$ cat config.mk
export PLATFORM = sky130hd
export DESIGN_NAME = biased_varint_decoder
export DESIGN_NICKNAME = d
export VERILOG_FILES = /design/src/design/bvd_pkg.sv /design/src/design/biased_varint_decoder.sv /design/src/design/bvd_decode.sv
export VERILOG_INCLUDE_DIRS = /design/src /design/src/design
export SDC_FILE = /design/constraint.sdc
export NUM_CORES = 1
export LEC_CHECK = 0
export BUFFER_PORTS_ARGS = -buffer_cell sky130_fd_sc_hd__buf_2
export CORE_UTILIZATION = 55
export CTS_CLUSTER_DIAMETER = 150
export CTS_CLUSTER_SIZE = 16
export DETAILED_ROUTE_END_ITERATION = 8
export GPL_TIMING_DRIVEN = 0
export PLACE_DENSITY = 0.73
export RECOVER_POWER = 100
export SYNTH_ARGS = -nofsm -noshare
export SYNTH_HDL_FRONTEND = slang
export SYNTH_SLANG_ARGS = --single-unit
$ cat constraint.sdc
create_clock -name clk -period 10.6 [get_ports clk]
set_input_delay 1.06 -clock clk [delete_from_list [all_inputs] [get_ports clk]]
set_output_delay 1.06 -clock clk [all_outputs]
set_load 0.05 [all_outputs]
$ cat src/design/biased_varint_decoder_defines.svh
// Assertion macros used by the file that checks this block.
// Every check is clocked on clk and switched off while rst is high.
`ifndef BIASED_VARINT_DECODER_DEFINES_SVH
`define BIASED_VARINT_DECODER_DEFINES_SVH

// Check that the condition holds in the same cycle as its trigger.
`define BVD_ASSERT_SAME(label, ante, cons) \
  label: assert property (@(posedge clk) disable iff (rst) (ante) |-> (cons)) \
    else $error("bvd same-cycle check failed");

// Check that the condition holds in the cycle after its trigger.
`define BVD_ASSERT_NEXT(label, ante, cons) \
  label: assert property (@(posedge clk) disable iff (rst) (ante) |=> (cons)) \
    else $error("bvd next-cycle check failed");

`endif

$ cat src/design/bvd_pkg.sv
`timescale 1ns / 1ps

package bvd_pkg;

  // Code forms: four biased lengths and the raw escape
  typedef enum logic [2:0] {
    FORM_SHORT  = 3'd0,
    FORM_ONE    = 3'd1,
    FORM_TWO    = 3'd2,
    FORM_THREE  = 3'd3,
    FORM_ESCAPE = 3'd4
  } form_t;

  localparam logic [7:0]  ESCAPE_BYTE = 8'hff;
  localparam logic [7:0]  HEADER_MASK = 8'hc0;

  localparam logic [31:0] BIAS_SHORT = 32'd16;
  localparam logic [31:0] BIAS_ONE   = 32'd4096;
  localparam logic [31:0] BIAS_TWO   = 32'd1048576;
  localparam logic [31:0] BIAS_THREE = 32'd134217728;

  typedef struct packed {
    logic [2:0]  bytes_left;
    form_t       code_form;
    logic [31:0] partial_value;
  } state_t;

  typedef struct packed {
    logic signed [31:0] value;
    logic [2:0]         code_length;
  } result_t;

  // Bytes that follow the header
  function automatic logic [2:0] extra_of(input form_t form);
    logic [2:0] r;
    unique case (form)
      FORM_SHORT:  r = 3'd0;
      FORM_ONE:    r = 3'd1;
      FORM_TWO:    r = 3'd2;
      FORM_THREE:  r = 3'd3;
      FORM_ESCAPE: r = 3'd4;
      default:     r = 3'd4;
    endcase
    return r;
  endfunction

  // Bit position of the first byte after the header
  function automatic logic [4:0] shift_base_of(input form_t form);
    logic [4:0] r;
    unique case (form)
      FORM_ONE:   r = 5'd6;
      FORM_TWO:   r = 5'd6;
      FORM_THREE: r = 5'd5;
      default:    r = 5'd0;
    endcase
    return r;
  endfunction

  function automatic logic [31:0] bias_of(input form_t form);
    logic [31:0] r;
    unique case (form)
      FORM_SHORT: r = BIAS_SHORT;
      FORM_ONE:   r = BIAS_ONE;
      FORM_TWO:   r = BIAS_TWO;
      FORM_THREE: r = BIAS_THREE;
      default:    r = 32'd0;
    endcase
    return r;
  endfunction

endpackage

$ cat src/design/biased_varint_decoder.sv
`timescale 1ns / 1ps
`include "biased_varint_decoder_defines.svh"

// Decodes a byte stream of prefix-length, biased variable-length integers
// into signed 32-bit values, one byte per request and one byte per cycle
// sustained while m_tready holds. A header byte's top two bits pick a 1-
// to 4-byte code; 0xff starts a 5-byte escape carrying a raw little-endian
// 32-bit value. The byte that completes a code passes the input register and
// then the result register before its result (value and code length)
// leaves on the master side. The accumulator update sets the rate. Bytes
// that do not complete a code give no result. There is no
// resynchronisation: every byte seen while no code is open is a header.
module biased_varint_decoder (
  input  logic        clk,
  input  logic        rst,
  input  logic        s_tvalid,
  output logic        s_tready,
  input  logic [7:0]  s_tdata,   // [7:0] in_byte
  output logic        m_tvalid,
  input  logic        m_tready,
  output logic [39:0] m_tdata    // [31:0] value, [34:32] code_length, [39:35] zero
);

  logic              in_valid;
  logic [7:0]        in_byte_q;
  logic              consume;
  logic              emit;
  bvd_pkg::result_t  dec_result;
  bvd_pkg::state_t   dec_state;
  bvd_pkg::result_t  out_result;

  // Consume the held byte whenever the result slot is free or draining
  assign consume  = in_valid && (!m_tvalid || m_tready);
  assign s_tready = !in_valid || consume;

  // Hold the accepted byte
  always_ff @(posedge clk) begin
    if (rst) begin
      in_valid <= 1'b0;
    end else if (s_tvalid && s_tready) begin
      in_valid <= 1'b1;
    end else if (consume) begin
      in_valid <= 1'b0;
    end
  end

  always_ff @(posedge clk) begin
    if (s_tvalid && s_tready) begin
      in_byte_q <= s_tdata;
    end
  end

  bvd_decode u_decode (
    .clk     (clk),
    .rst     (rst),
    .consume (consume),
    .in_byte (in_byte_q),
    .emit    (emit),
    .result  (dec_result),
    .state   (dec_state)
  );

  // Load the result register, drop it once taken
  always_ff @(posedge clk) begin
    if (rst) begin
      m_tvalid <= 1'b0;
    end else if (emit) begin
      m_tvalid <= 1'b1;
    end else if (m_tready) begin
      m_tvalid <= 1'b0;
    end
  end

  always_ff @(posedge clk) begin
    if (emit) begin
      out_result <= dec_result;
    end
  end

  assign m_tdata = {5'd0, out_result.code_length, out_result.value};

  `BVD_ASSERT_SAME(a_left_bound, 1'b1,
    dec_state.bytes_left <= bvd_pkg::extra_of(dec_state.code_form))
  `BVD_ASSERT_SAME(a_length_range, m_tvalid,
    out_result.code_length != 3'd0 && out_result.code_length <= 3'd5)
  `BVD_ASSERT_NEXT(a_escape_open,
    consume && dec_state.bytes_left == 3'd0 && in_byte_q == bvd_pkg::ESCAPE_BYTE,
    dec_state.code_form == bvd_pkg::FORM_ESCAPE && dec_state.bytes_left == 3'd4)
  `BVD_ASSERT_NEXT(a_emit_loads, emit, m_tvalid)

endmodule

$ cat src/design/bvd_decode.sv
`timescale 1ns / 1ps

module bvd_decode (
  input  logic               clk,
  input  logic               rst,
  input  logic               consume,
  input  logic [7:0]         in_byte,
  output logic               emit,
  output bvd_pkg::result_t   result,
  output bvd_pkg::state_t    state
);

  bvd_pkg::state_t state_next;

  // Decode one byte against the current accumulator
  always_comb begin
    logic [2:0]      extra;
    logic [1:0]      k;
    logic [4:0]      sh;
    logic [31:0]     acc;
    logic [2:0]      left;
    bvd_pkg::form_t  form;
    extra = bvd_pkg::extra_of(state.code_form);
    form  = state.code_form;
    k     = 2'(extra - state.bytes_left);
    sh    = bvd_pkg::shift_base_of(state.code_form) + {k, 3'b000};
    if (state.bytes_left == 3'd0) begin
      if (in_byte == bvd_pkg::ESCAPE_BYTE) begin
        form = bvd_pkg::FORM_ESCAPE;
        acc  = 32'd0;
      end else if ((in_byte & bvd_pkg::HEADER_MASK) == bvd_pkg::HEADER_MASK) begin
        form = bvd_pkg::FORM_THREE;
        acc  = {27'd0, in_byte[4:0]};
      end else begin
        form = bvd_pkg::form_t'({1'b0, in_byte[7:6]});
        acc  = {26'd0, in_byte[5:0]};
      end
      left = bvd_pkg::extra_of(form);
    end else begin
      acc  = state.partial_value | ({24'd0, in_byte} << sh);
      left = state.bytes_left - 3'd1;
    end

    result.value       = $signed(acc - bvd_pkg::bias_of(form));
    result.code_length = bvd_pkg::extra_of(form) + 3'd1;
    emit               = consume && (left == 3'd0);

    // Return to header wait once a code completes
    if (left == 3'd0) begin
      state_next.bytes_left    = 3'd0;
      state_next.code_form     = bvd_pkg::FORM_SHORT;
      state_next.partial_value = 32'd0;
    end else begin
      state_next.bytes_left    = left;
      state_next.code_form     = form;
      state_next.partial_value = acc;
    end
  end

  // Advance the code state on each consumed byte
  always_ff @(posedge clk) begin
    if (rst) begin
      state.bytes_left    <= 3'd0;
      state.code_form     <= bvd_pkg::FORM_SHORT;
      state.partial_value <= 32'd0;
    end else if (consume) begin
      state <= state_next;
    end
  end

endmodule
# == Yosys cells after proc, flatten, opt, wreduce, memory -nomap -nowiden ==
# Index checks and enable logic that the tools add are counted.
# word_totals
register_bits,83
latch_bits,0
mem_bits_rw,0
romBits,0
in_bits,12
output_inout_bits,42
elab_cells,59
mem_count,0
# classes
addsub,5
mul,0
div,0
magnitude_cmp,0
eq_ne,11
n_shift,1
muxes,18
n_bitwise,1
n_reduce_logical,15
# ops
cell,n
$pmux 28 s4,1
$mux 32,2
$mux 38,1
$or 32x32->32,1
$shl 8x5->32,1
$sub 32x28->32,1
$pmux 3 s4,2
$eq 3x2->1 const B,6
$logic_not 3->1,5
$mux 3,4
$eq 3x1->1 const B,3
$eq 8x8->1 const B,1
$pmux 2 s4,1
$mux 6,1
$pmux 3 s2,1
$add 3x5->5,1
$mux 1,4
$reduce_bool 2->1,2
$add 3x1->3 const B,1
$logic_and 1x1->1,3
$sub 3x1->3 const B,1
$eq 2x2->1 const B,1
$logic_not 1->1,2
$logic_or 1x1->1,2
other kinds (3),3

# == Depth between registers and ports, before layout ==
# Gate-level depths: netlist of run 1.
# depth
depth_word,10
mapped_depth,18
mapped_depth_nobuf,16

# == Cells and area by module ==
# Synthesis of run 1 repeated with hierarchy kept, for this count alone.
# unflattened
hier_cells,520
hier_area_um2,4858.4
# by_module_without_submodules
module,n_inst,cells_each,area_per_inst_um2,seq_area_each_um2
bvd_decode,1,461,3423.3,760.7
biased_varint_decoder,1,59,1435.1,1331.3

# == Worst setup path before layout of run 1 ==
# Ideal clock, no wire load.
# synth_timing
kind,register -> register
start,register u_decode.state[34] (netlist name)
end,"register out_result (netlist bit m_tdata[22]), data pin"
setup_time_ns,0.266
arrival_time_ns,3.814
required_time_ns,10.334
setup_slack_ns,6.519
path_stages_with_launch,19
n_path_buf,2
synth_period_minus_slack_ns,4.081
path_cell_list,dfxtp_1 > buf_6 > nor2b_1 > inv_1 > ha_1 > xnor2_2 > xnor2_1 > clkbuf_1 > nor3_1 > a21oi_1 > nor2_1 > a21oi_1 > ha_1 > ha_1 > inv_1 > o31a_1 > a2111o_1 > a211o_1 > xnor2_1
# synth_lines
item,line_no,text
from (decl),bvd_decode.sv:10,output bvd_pkg::state_t state
from (signal assigned),bvd_decode.sv:67,state <= state_next;
to (signal assigned),biased_varint_decoder.sv:76,out_result <= dec_result;
to (decl),biased_varint_decoder.sv:30,bvd_pkg::result_t out_result;

==> results.md, run 1 <==
- Total grt overflow: 0
- Slew HR: -0.00328
- Worst skew pair latency: between 0.3 and 0.4 ns
- Post CTS Setup Buffer Count: 0
- Clk_skew: around 0.013 ns
- Placed insts: roughly 690
- Commonest non-fill, non-tap cell in the layout: nor2_1
- VDD IR max: approximately 0.08 mV
- Area leader, netlist: edfxtp_1
- Nets: approximately 620
- Fmax: about 160 MHz
- Final number of setup-violating endpoints: 0
- Non-filler instance count after layout: 705
- Clock share of power: 0.242
- H-tree Lvls: 3
- Max-slew violation count: 1
- Clock sink count: 83
- First DRT Iteration DRCs: 410
- CP Max Fanout: 10
- Max Cap Viol: 2
- Post-Synth Simple-Gate Area: 0.192
- Post-synthesis sequential area ratio: 0.432
- Netlist Area Pre-Place: 4840 sq um
- Post-Synth Adder-Cell Area: 0.0232
- Post-Synthesis Cells: roughly 530
- Clk slew on worst S/H paths: approximately 0.090 ns
- Worst setup SP type: register
- Least-Margin Pin Slew: about 1.5 ns
- Top_reg_cell synth: edfxtp_1
- Largest net degree at the start of global routing: 36
- First-pass GRT wire length: between 20000 and 25000 um
- Antenna violations before repair: 0
- Tot Pwr: between 0.8 and 0.9 mW
- Crit end category: register
- Synth Area in XOR/XNOR: 0.0501
- Via Count: between 4000 and 5000
- Share of post-route cells with drive strength above 1: 0.0917
- Switch Pwr: ~0.33 mW
- Area growth from synthesis to layout: 10.2%
- Gpl congestion: roughly 1
- Sw frac: 0.374
- HPWL after detailed placement: between 10000 and 15000 um
- Final TNS setup: 0 ns
- Routed WL: 14900 um
- Die Width: about 96 um
- Mux contribution to synthesized area: 0.0212
- Period utilisation layout: 0.581
- Io pins: 54
- Asr flop ratio synth: 0
- Flop pwr share: 0.425
- PortBufs: 48
- Most area-consuming cells after synthesis: edfxtp_1 (27%), dfxtp_1 (17%), nor2_1 (6.0%), a21oi_1 (4.5%), a22oi_1 (3.4%)
- Syn_area_per_cell: around 9.2 sq um
- Period minus WS final: 6.16 ns
- Arr. time, crit path: between 6 and 7 ns
- Hold Vio Cnt, Final: 0
- Post-synth cell types: 73
- Post-CTS sizing: 0
- Worst EP required: ~11 ns
- Die area: slightly above 9000 sq um
- Core ar.: 8380 sq um
- # diodes: 0
- Vias per cell: between 6 and 7
- Violated checks: capacitance limit, slew limit
- DRC: 0
- Critical path class: register to register
- Number of global-route vias before repair: between 4000 and 5000
- Post-synthesis compound-gate area fraction: 0.228
- Number of core rows: 33
- CTS tree: done
- DR WL/cell: roughly 21 um
- Synth Warn #: 0
- #FFs+latches synth: 83
- Largest family of logic cells by synthesized area: compound AO/OA/AOI/OAI gates
- Most frequent cells in the layout: nor2_1 (78), clkbuf_1 (67), a21oi_1 (44), edfxtp_1 (43), dfxtp_1 (40)
- GRT Overall Usage: 0.343
- Comb power frac: 0.333
- Routed Antenna Nets: 0
- RSZ-0062 raised after global routing: no
- PD cells: ~160 nW/um^2
- Starting Density: 0.578
- Number of synthesized flops with an enable pin: 43
- CTS buffer count: 9
- Hold_buf cts: 0
- Post-synth top area share: 0.267
- Worst-case clock buffer depth: 2
- Pint: approximately 0.55 mW
- CTS root buffer: clkbuf_8
- Die Height: between 90 and 100 um
- Outcome: finished with violations
- Worst min path class: register to register
- Drt pass-1 iters: 6
- Lkg Pwr: around 1.9 nW
==> cells by family after synthesis <==
family / count (synthesis)
AND/OR/NAND/NOR: 186
AO/OA/AOI/OAI: 157
multiplexers: 10
XOR/XNOR: 26
buffers and inverters: 57
flip-flops: 83
adder cells (fa/ha/maj): 9
other: 1
==> critical path, stage by stage (launching register included) <==
cell and delay [ns]:
dfxtp_1 0.31, clkbuf_1 0.21, nor2b_1 0.31, inv_1 0.14, ha_1 0.25, xnor2_1 0.72, xnor2_1 0.40, clkbuf_1 0.43
nor3_1 0.22, a21oi_1 0.19, nor2_1 0.05, a21oi_1 0.28, ha_1 0.22, ha_1 0.14, inv_1 0.12, o31a_1 0.37
a2111oi_0 1.22, a311oi_1 0.25
==> routing by layer <==
| metal | part of all wire | track usage | up-vias |
|---|---|---|---|
| li1 | - | - | 2094 |
| met1 | 0.43 | 0.474 | 2201 |
| met2 | 0.43 | 0.504 | 267 |
| met3 | 0.11 | 0.0956 | 36 |
| met4 | 0.032 | 0.138 | 0 |
| met5 | 0 | 0 | - |
==> area by class of cell <==
| type | instances | area [sq um] |
|---|---|---|
| Timing Repair Buffer | 51 | 211 |
| Fill cell | 784 | 3040 |
| Sequential cell | 83 | 2090 |
| Clock inverter | 7 | 52.6 |
| Multi-Input combinational cell | 393 | 2480 |
| Tap cell | 105 | 131 |
| Clock buffer | 9 | 124 |
| Buffer | 42 | 193 |
| Inverter | 15 | 56.3 |
==> path summary, 6_finish.rpt <==
kind	start	end	slack [ns]	cells past startpoint
max	u_decode.state[34]	m_tdata[28]	4.44	17
min	u_decode.state[24]	u_decode.state[24]	0.49	2
max reg2reg	u_decode.state[34]	m_tdata[28]	4.44	17
min reg2reg	u_decode.state[24]	u_decode.state[24]	0.49	2
==> Yosys cell counts, types with 3 or more instances <==
library cell and instances:
or2_2 5, a221oi_1 4, o31a_1 3, a31oi_1 11
buf_2 7, nand2_1 23, nor2b_1 3, mux2i_1 8
nor3_1 20, buf_4 5, a21o_1 4, inv_1 15
a22oi_1 22, nor2_1 78, nand2b_1 9, nand3b_1 4
xnor2_1 15, a311oi_1 3, a2111oi_0 4, ha_1 9
nor3b_1 5, nor4b_1 4, a211o_1 4, a211oi_1 6
o211ai_1 3, xor2_1 9, clkbuf_1 27, edfxtp_1 43
a21oi_1 44, o21ai_0 15, and2_1 5, nand3_1 11
or3_1 5, dfxtp_1 40, a2bb2oi_1 3
==> power by group through the flow <==
| stage | Clock [mW] | Combinational (mW) | Sequential (mW) |
|---|---|---|---|
| global route | 0.226 | 0.311 | 0.372 |
| finish | 0.211 | 0.290 | 0.371 |
| detailed placement | 0 | 0.286 | 0.378 |
| floorplan | 0 | 0.196 | 0.396 |
| CTS | 0.213 | 0.288 | 0.370 |
| global placement | 0 | 0.280 | 0.377 |
==> through the flow <==
stage / area, sq um / worst slack (ns) / hold slack, ns / utilization
after floorplan: 4860 / 6.52 / 0.454 / -
after global placement: 5230 / 5.67 / 0.468 / 0.624
after detailed placement: 5250 / 5.55 / 0.476 / 0.626
after CTS: 5420 / 5.53 / 0.487 / 0.647
after global routing: 5340 / 3.86 / 0.524 / 0.637
final: 5340 / 4.44 / 0.494 / 0.637
==> sequential cells by signal (all words and copies together), names as in the netlist <==
register	flops
u_decode.state	38
m_tdata	35
in_valid	1
in_byte_q	8
m_tvalid	1
Power figures use the tool's default switching activity.
==> run 2: changes to the inputs <==
ABC_AREA = 1   (was not set)
CORE_UTILIZATION = 54   (was 55)
PLACE_DENSITY = 0.74   (was 0.73)
clock period = 5.31 ns   (was 10.6 ns; I/O delays follow)
==> run 2 against run 1 <==
  * The flow now finishes without violations
  * Critical path type unchanged
  * Synthesized area up 13%
  * Cell count up 35%
  * Combinational power rose to 2.9 times the previous value
  * Register-to-register slack worse by 3.6 ns
  * Setup slack worse by 3.6 ns
==> results.md, run 2 <==
- First-pass GRT wire length: ~24000 um
- Critical path class: register to register
- Most common library cells after synthesis: nand2_1 (240), inv_1 (81), nand3_1 (56)
- #FFs+latches synth: 83
- Slew HR: 0.0746
- Worst setup SP type: register
- Gpl congestion: around 0.96
- Nets: between 800 and 900
- Max-slew violation count: 0
- Period utilisation layout: 0.833
- CTS tree: done
- Post-synth cell types: 40
- Sequential cell area: approximately 2100 sq um
- # diodes: 0
- Outcome: completed
- Vias per cell: 5.41
- Lkg Pwr: between 2 and 3 nW
- Worst min path class: input pin to register
- Number of synthesized flops with an enable pin: between 40 and 50
- Synth Warn #: 0
- HPWL after detailed placement: approximately 12000 um
- Syn_area_per_cell: slightly above 7 sq um
- RSZ-0062 raised after global routing: no
- Asr flop ratio synth: 0
- Post-Synthesis Cells: 753
- Die area: about 11000 sq um
- H-tree Lvls: 3
- Top_reg_cell synth: edfxtp_1
- Share of post-route cells with drive strength above 1: 0.151
- Netlist Area Pre-Place: ~5500 sq um
- Area growth from synthesis to layout: 8.42%
- Fmax: 226 MHz
- Post-synth top area share: 0.237
- Clk_skew: between 0.02 and 0.025 ns
- Die Width: 102 um
- Most frequent cells in the layout: nand2_1 (250), inv_1 (81), nand3_1 (59), clkbuf_1 (57), a21oi_1 (55)
- Hold_buf cts: 0
- Clk slew on worst S/H paths: roughly 0.10 ns
- CTS buffer count: 9
- Routed WL: about 15000 um
- DRC: 0
- Arr. time, crit path: approximately 4.5 ns
- Least-Margin Pin Slew: approximately 1.4 ns
- CTS root buffer: clkbuf_8
- Core ar.: approximately 9800 sq um
- Commonest non-fill, non-tap cell in the layout: nand2_1
- Tot Pwr: 2.01 mW
- Area leader, netlist: edfxtp_1
- Post-CTS sizing: 0
- Worst skew pair latency: between 0.3 and 0.4 ns
- Final number of setup-violating endpoints: 0
- Number of core rows: 36
- Count leader, synth: nand2_1
- Final TNS setup: 0 ns
- Post-synthesis sequential area ratio: 0.384
- First DRT Iteration DRCs: 327
- Antenna violations before repair: 0
- Period minus WS final: ~4.4 ns
- Crit end category: register
- FILL cells: between 900 and 1000
- Post CTS Setup Buffer Count: 0
- Die Height: slightly above 100 um
- CP Max Fanout: 10
- Largest net degree at the start of global routing: 36
- VDD IR max: approximately 0.18 mV
- Drt pass-1 iters: 5
- Number of global-route vias before repair: about 4700
- Hold Vio Cnt, Final: 0
- Routed Antenna Nets: 0
- Total grt overflow: 0
- Largest register FFs: 38
- PortBufs: 47
- Io pins: 54
- Largest register by flop count: u_decode.state
- Max Cap Viol: 0
- PD cells: 340 nW/um^2
- DR WL/cell: 16.1 um
- Worst-case clock buffer depth: 2
- Most area-consuming cells after synthesis: edfxtp_1 (24%), nand2_1 (17%), dfxtp_1 (15%), inv_1 (5.6%), nand3_1 (5.1%)
- Starting Density: 0.558
- GRT Overall Usage: 0.314
- Via Count: between 5000 and 6000
- Worst EP required: approximately 5.4 ns
- Multi-input combinational cell area: 2770 sq um
- Clock sink count: 83
==> run 2: logic make-up after synthesis <==
group | after synthesis | synth area share
simple gates | 434 | 0.381
buf+inv | 125 | 0.0985
compound gates | 85 | 0.0893
flops | 83 | 0.384
xor+xnor | 16 | 0.0257
fa+ha+maj | 9 | 0.0207
other cells | 1 | 0.000688
==> run 2: area by class of cell <==
cell class / instances / area share
well taps: 133 / 0.0282
flip-flops and latches: 83 / 0.354
multi-input cells: 549 / 0.468
clock inverters: 5 / 0.00635
clock buffers: 11 / 0.0222
inverters: 95 / 0.0610
plain buffers: 30 / 0.0275
repair buffers: 48 / 0.0326
==> run 2: critical path, cell delays in order (launching register included) <==
cell and delay, ns:
dfxtp_1 0.42, clkinvlp_2 0.43, nand2_1 0.20, ha_1 0.19, inv_1 0.05, nand2_1 0.09, nand2_1 0.07, nand2_2 0.05
nand2_1 0.24, inv_1 0.32, clkbuf_1 0.42, nand3_1 0.19, a21oi_1 0.22, ha_1 0.35, a21boi_2 0.21, a21oi_1 0.18
nand3_1 0.16, nand2_1 0.17, nand2_1 0.07, nand2_1 0.06, nand2_1 0.07
==> run 2: report_power, final <==
part / switching [mW] / total (mW) / internal, mW
combinational: 0.586 / 0.838 / 0.252
clock: 0.249 / 0.421 / 0.172
sequential: 0.0122 / 0.749 / 0.736
total: 0.847 / 2.01 / 1.16
==> run 2: path summary, 6_finish.rpt <==
check	startpoint	to	cells past startpoint	slack, ns
worst max-delay path	u_decode.state[34]	m_tdata[25]	20	0.89
worst min-delay path	s_tdata[0]	in_byte_q[0]	1	0.32
worst max register to register	u_decode.state[34]	m_tdata[25]	20	0.89
worst min register to register	u_decode.state[30]	u_decode.state[30]	2	0.47
==> run 2: per-stage QoR <==
step | std cells | instance area, sq um | utilization | hold WS (ns) | worst slack (ns)
2_1_floorplan | 757 | 5470 | - | 0.442 | 2.16
3_3_place_gp | 937 | 5870 | 0.600 | 0.452 | 1.13
3_5_place_dp | 937 | 5870 | 0.600 | 0.454 | 1.15
4_1_cts | 953 | 6040 | 0.618 | 0.314 | 1.13
5_1_grt | 954 | 5910 | 0.605 | 0.313 | 0.522
6_report | 954 | 5910 | 0.605 | 0.318 | 0.886
==> run 2: layer usage <==
layer  part of all wire  vias to the layer above  GRT usage
met4              0.027                        0      0.137
met3              0.077                       27     0.0554
met2               0.43                      220      0.463
met1               0.46                     2386      0.448
li1                   -                     2528          -
met5                  0                        -          0
==> run 3: changes to the inputs <==
CORE_UTILIZATION = 55   (was 54)
PLACE_DENSITY = 0.72   (was 0.74)
clock period = 4.4 ns   (was 5.31 ns; I/O delays follow)
==> run 3 against run 2 <==
  * Die area down 1.8%
  * Sequential share of layout area shrank 0.45 points
  * Setup slack worse by 0.59 ns
  * Routed wire length fell by 0.35%
  * Largest power group unchanged
  * Core utilization up 3.1 points
==> results.md, run 3 (synthesis gave the netlist of run 2 again) <==
- Number of core rows: 35
- Die Height: roughly 100 um
- Antenna violations before repair: 0
- Largest register FFs: 38
- Die Width: roughly 100 um
- Crit path from: u_decode.state[35]
- DRC: 0
- Critical path class: register to register
- Lkg Pwr: ~2.9 nW
- VDD IR max: ~0.19 mV
- Arr. time, crit path: 4.23 ns
- Placed insts: 933
- Final TNS setup: 0 ns
- Total grt overflow: 0
- First DRT Iteration DRCs: roughly 430
- First-pass GRT wire length: between 20000 and 25000 um
- CTS buffer count: 9
- Period utilisation layout: 0.933
- Max incr delay on CP: between 0.4 and 0.5 ns
- HP Start: s_tdata[0]
- Clock sink count: 83
- # diodes: 0
- Hold Path End: in_byte_q[0]
- Non-filler instance count after layout: ~950
- Via Count: 5209
- Hold path depth: 1
- Worst reg2reg setup slack: between 0.2 and 0.3 ns
- Worst reg2reg endpoint: m_tdata[28]
- Final Util: 0.636
- Placed cell area: 5860 sq um
- Place WS: -0.0881 ns
- CP Buf/Inv Count: 5
- Outcome: completed
- Vias per cell: 5.49
- Worst EP required: roughly 4.5 ns
- Area growth from synthesis to layout: 9.82%
- PortBufs: between 40 and 50
- Nets: 836
- Commonest non-fill, non-tap cell in the layout: nand2_1
- Worst min path class: input pin to register
- Crit Reg-Reg Startpoint: u_decode.state[35]
- Max Cap Viol: 0
- Post-route cell area: roughly 6000 sq um
- Period minus WS final: around 4.1 ns
- Starting Density: 0.579
- Worst skew pair latency: ~0.36 ns
- Multi-input combinational cell area: around 2800 sq um
- Largest net degree at the start of global routing: 36
- Largest register by flop count: u_decode.state
- Core ar.: 9420 sq um
- Max-slew violation count: 0
- Crit end category: register
- HPWL after detailed placement: 11800 um
- Fmax: about 240 MHz
- Drt pass-1 iters: 5
- Least-Margin Pin Slew: approximately 1.4 ns
- H-tree Lvls: 3
- DR WL/cell: 16.1 um
- Post CTS Setup Buffer Count: 0
- Die area: between 10000 and 15000 sq um
- CP delay by family, top: simple AND/OR/NAND/NOR gates
- Sequential cell area: roughly 2100 sq um
- Routed Antenna Nets: 0
- Hold Vio Cnt, Final: 0
- Io pins: 54
- Cell Chain, Critical Path: inv_1, ha_1, ha_1, inv_1, clkbuf_2, buf_2, a21oi_1, nor2_2, nand2_1, ha_1, inv_1, a21oi_1, nand2_1, nor2_1, nand3b_1, nand4_1, nand2_1
- FILL cells: ~870
- Clk slew on worst S/H paths: approximately 0.090 ns
- Routed WL: 15300 um
- WP depth: 17
- GRT Overall Usage: 0.317
- Final number of setup-violating endpoints: 0
- Most frequent cells in the layout: nand2_1 (245), inv_1 (82), nand3_1 (57), a21oi_1 (54), clkbuf_1 (54)
- Worst-path cell with the longest stage delay: ha_1
- RSZ-0062 raised after global routing: no
- Share of post-route cells with drive strength above 1: 0.167
- Slew HR: 0.0585
- PD cells: between 400 and 500 nW/um^2
- CP Max Fanout: 10
- FF-to-FF path depth: 17
- Worst setup SP type: register
- CTS tree: done
- Gpl congestion: about 0.94
- Number of global-route vias before repair: 4882
- Worst-case clock buffer depth: 2
- Worst setup margin: between 0.2 and 0.3 ns
- Clk_skew: ~0.014 ns
- CTS root buffer: clkbuf_8
run 3: cell types whose count changed in the layout (fill, tap and decap cells not counted), moves of 2 or more:
| cell | before | now |
|---|---|---|
| nand2_1 | 250 | 245 |
| nand2_2 | 35 | 39 |
| clkbuf_1 | 57 | 54 |
| clkbuf_16 | 0 | 2 |
| clkinv_1 | 2 | 0 |
| nand3_1 | 59 | 57 |
| nand3_2 | 14 | 16 |
| nor2_1 | 40 | 38 |
| nor2_2 | 10 | 12 |
run 3: layer usage:
metal | vias up | routed length, um | GRT usage
met5 | - | 0 | 0
met4 | 0 | 316 | 0.0925
met3 | 28 | 1250 | 0.0752
met2 | 224 | 6700 | 0.502
met1 | 2433 | 7000 | 0.430
li1 | 2524 | - | -
run 3: repair_timing:
action | 4_1_cts | 5_1_grt
cloned | 0 | 0
resized for setup | 1 | 4
endpoints found under the setup margin | 1 | 1
hold buffers | 0 | 0
pin swaps | 0 | 0
run 3: area by class of cell:
| type | instances | share of cell area |
|---|---|---|
| tap | 129 | 0.0270 |
| sequential | 83 | 0.349 |
| timing repair buffer | 47 | 0.0316 |
| clock inverter | 3 | 0.00439 |
| inverter | 95 | 0.0604 |
| multi-input combinational | 549 | 0.468 |
| buffer | 30 | 0.0270 |
| clock buffer | 13 | 0.0320 |
run 3: stage by stage:
step	hold WS [ns]	power, mW
6_report	0.247	2.55
5_1_grt	0.230	2.69
4_1_cts	0.241	2.55
3_5_place_dp	0.456	1.96
3_3_place_gp	0.450	1.93
2_1_floorplan	0.442	1.72
run 3: worst max path at each step:
stage	to	slack [ns]
4_1_cts	m_tdata[28]	0.13
3_3_place_gp	m_tdata[28]	0.03
3_5_place_dp	m_tdata[28]	-0.09
2_1_floorplan	m_tdata[28]	1.25
6_report	m_tdata[28]	0.30
5_1_grt	m_tdata[31]	0.04
run 3: power breakdown:
part           switching [mW]  internal, mW  leakage, nW
combinational           0.739         0.312         2.02
clock                   0.297         0.293        0.110
sequential             0.0154         0.889        0.721
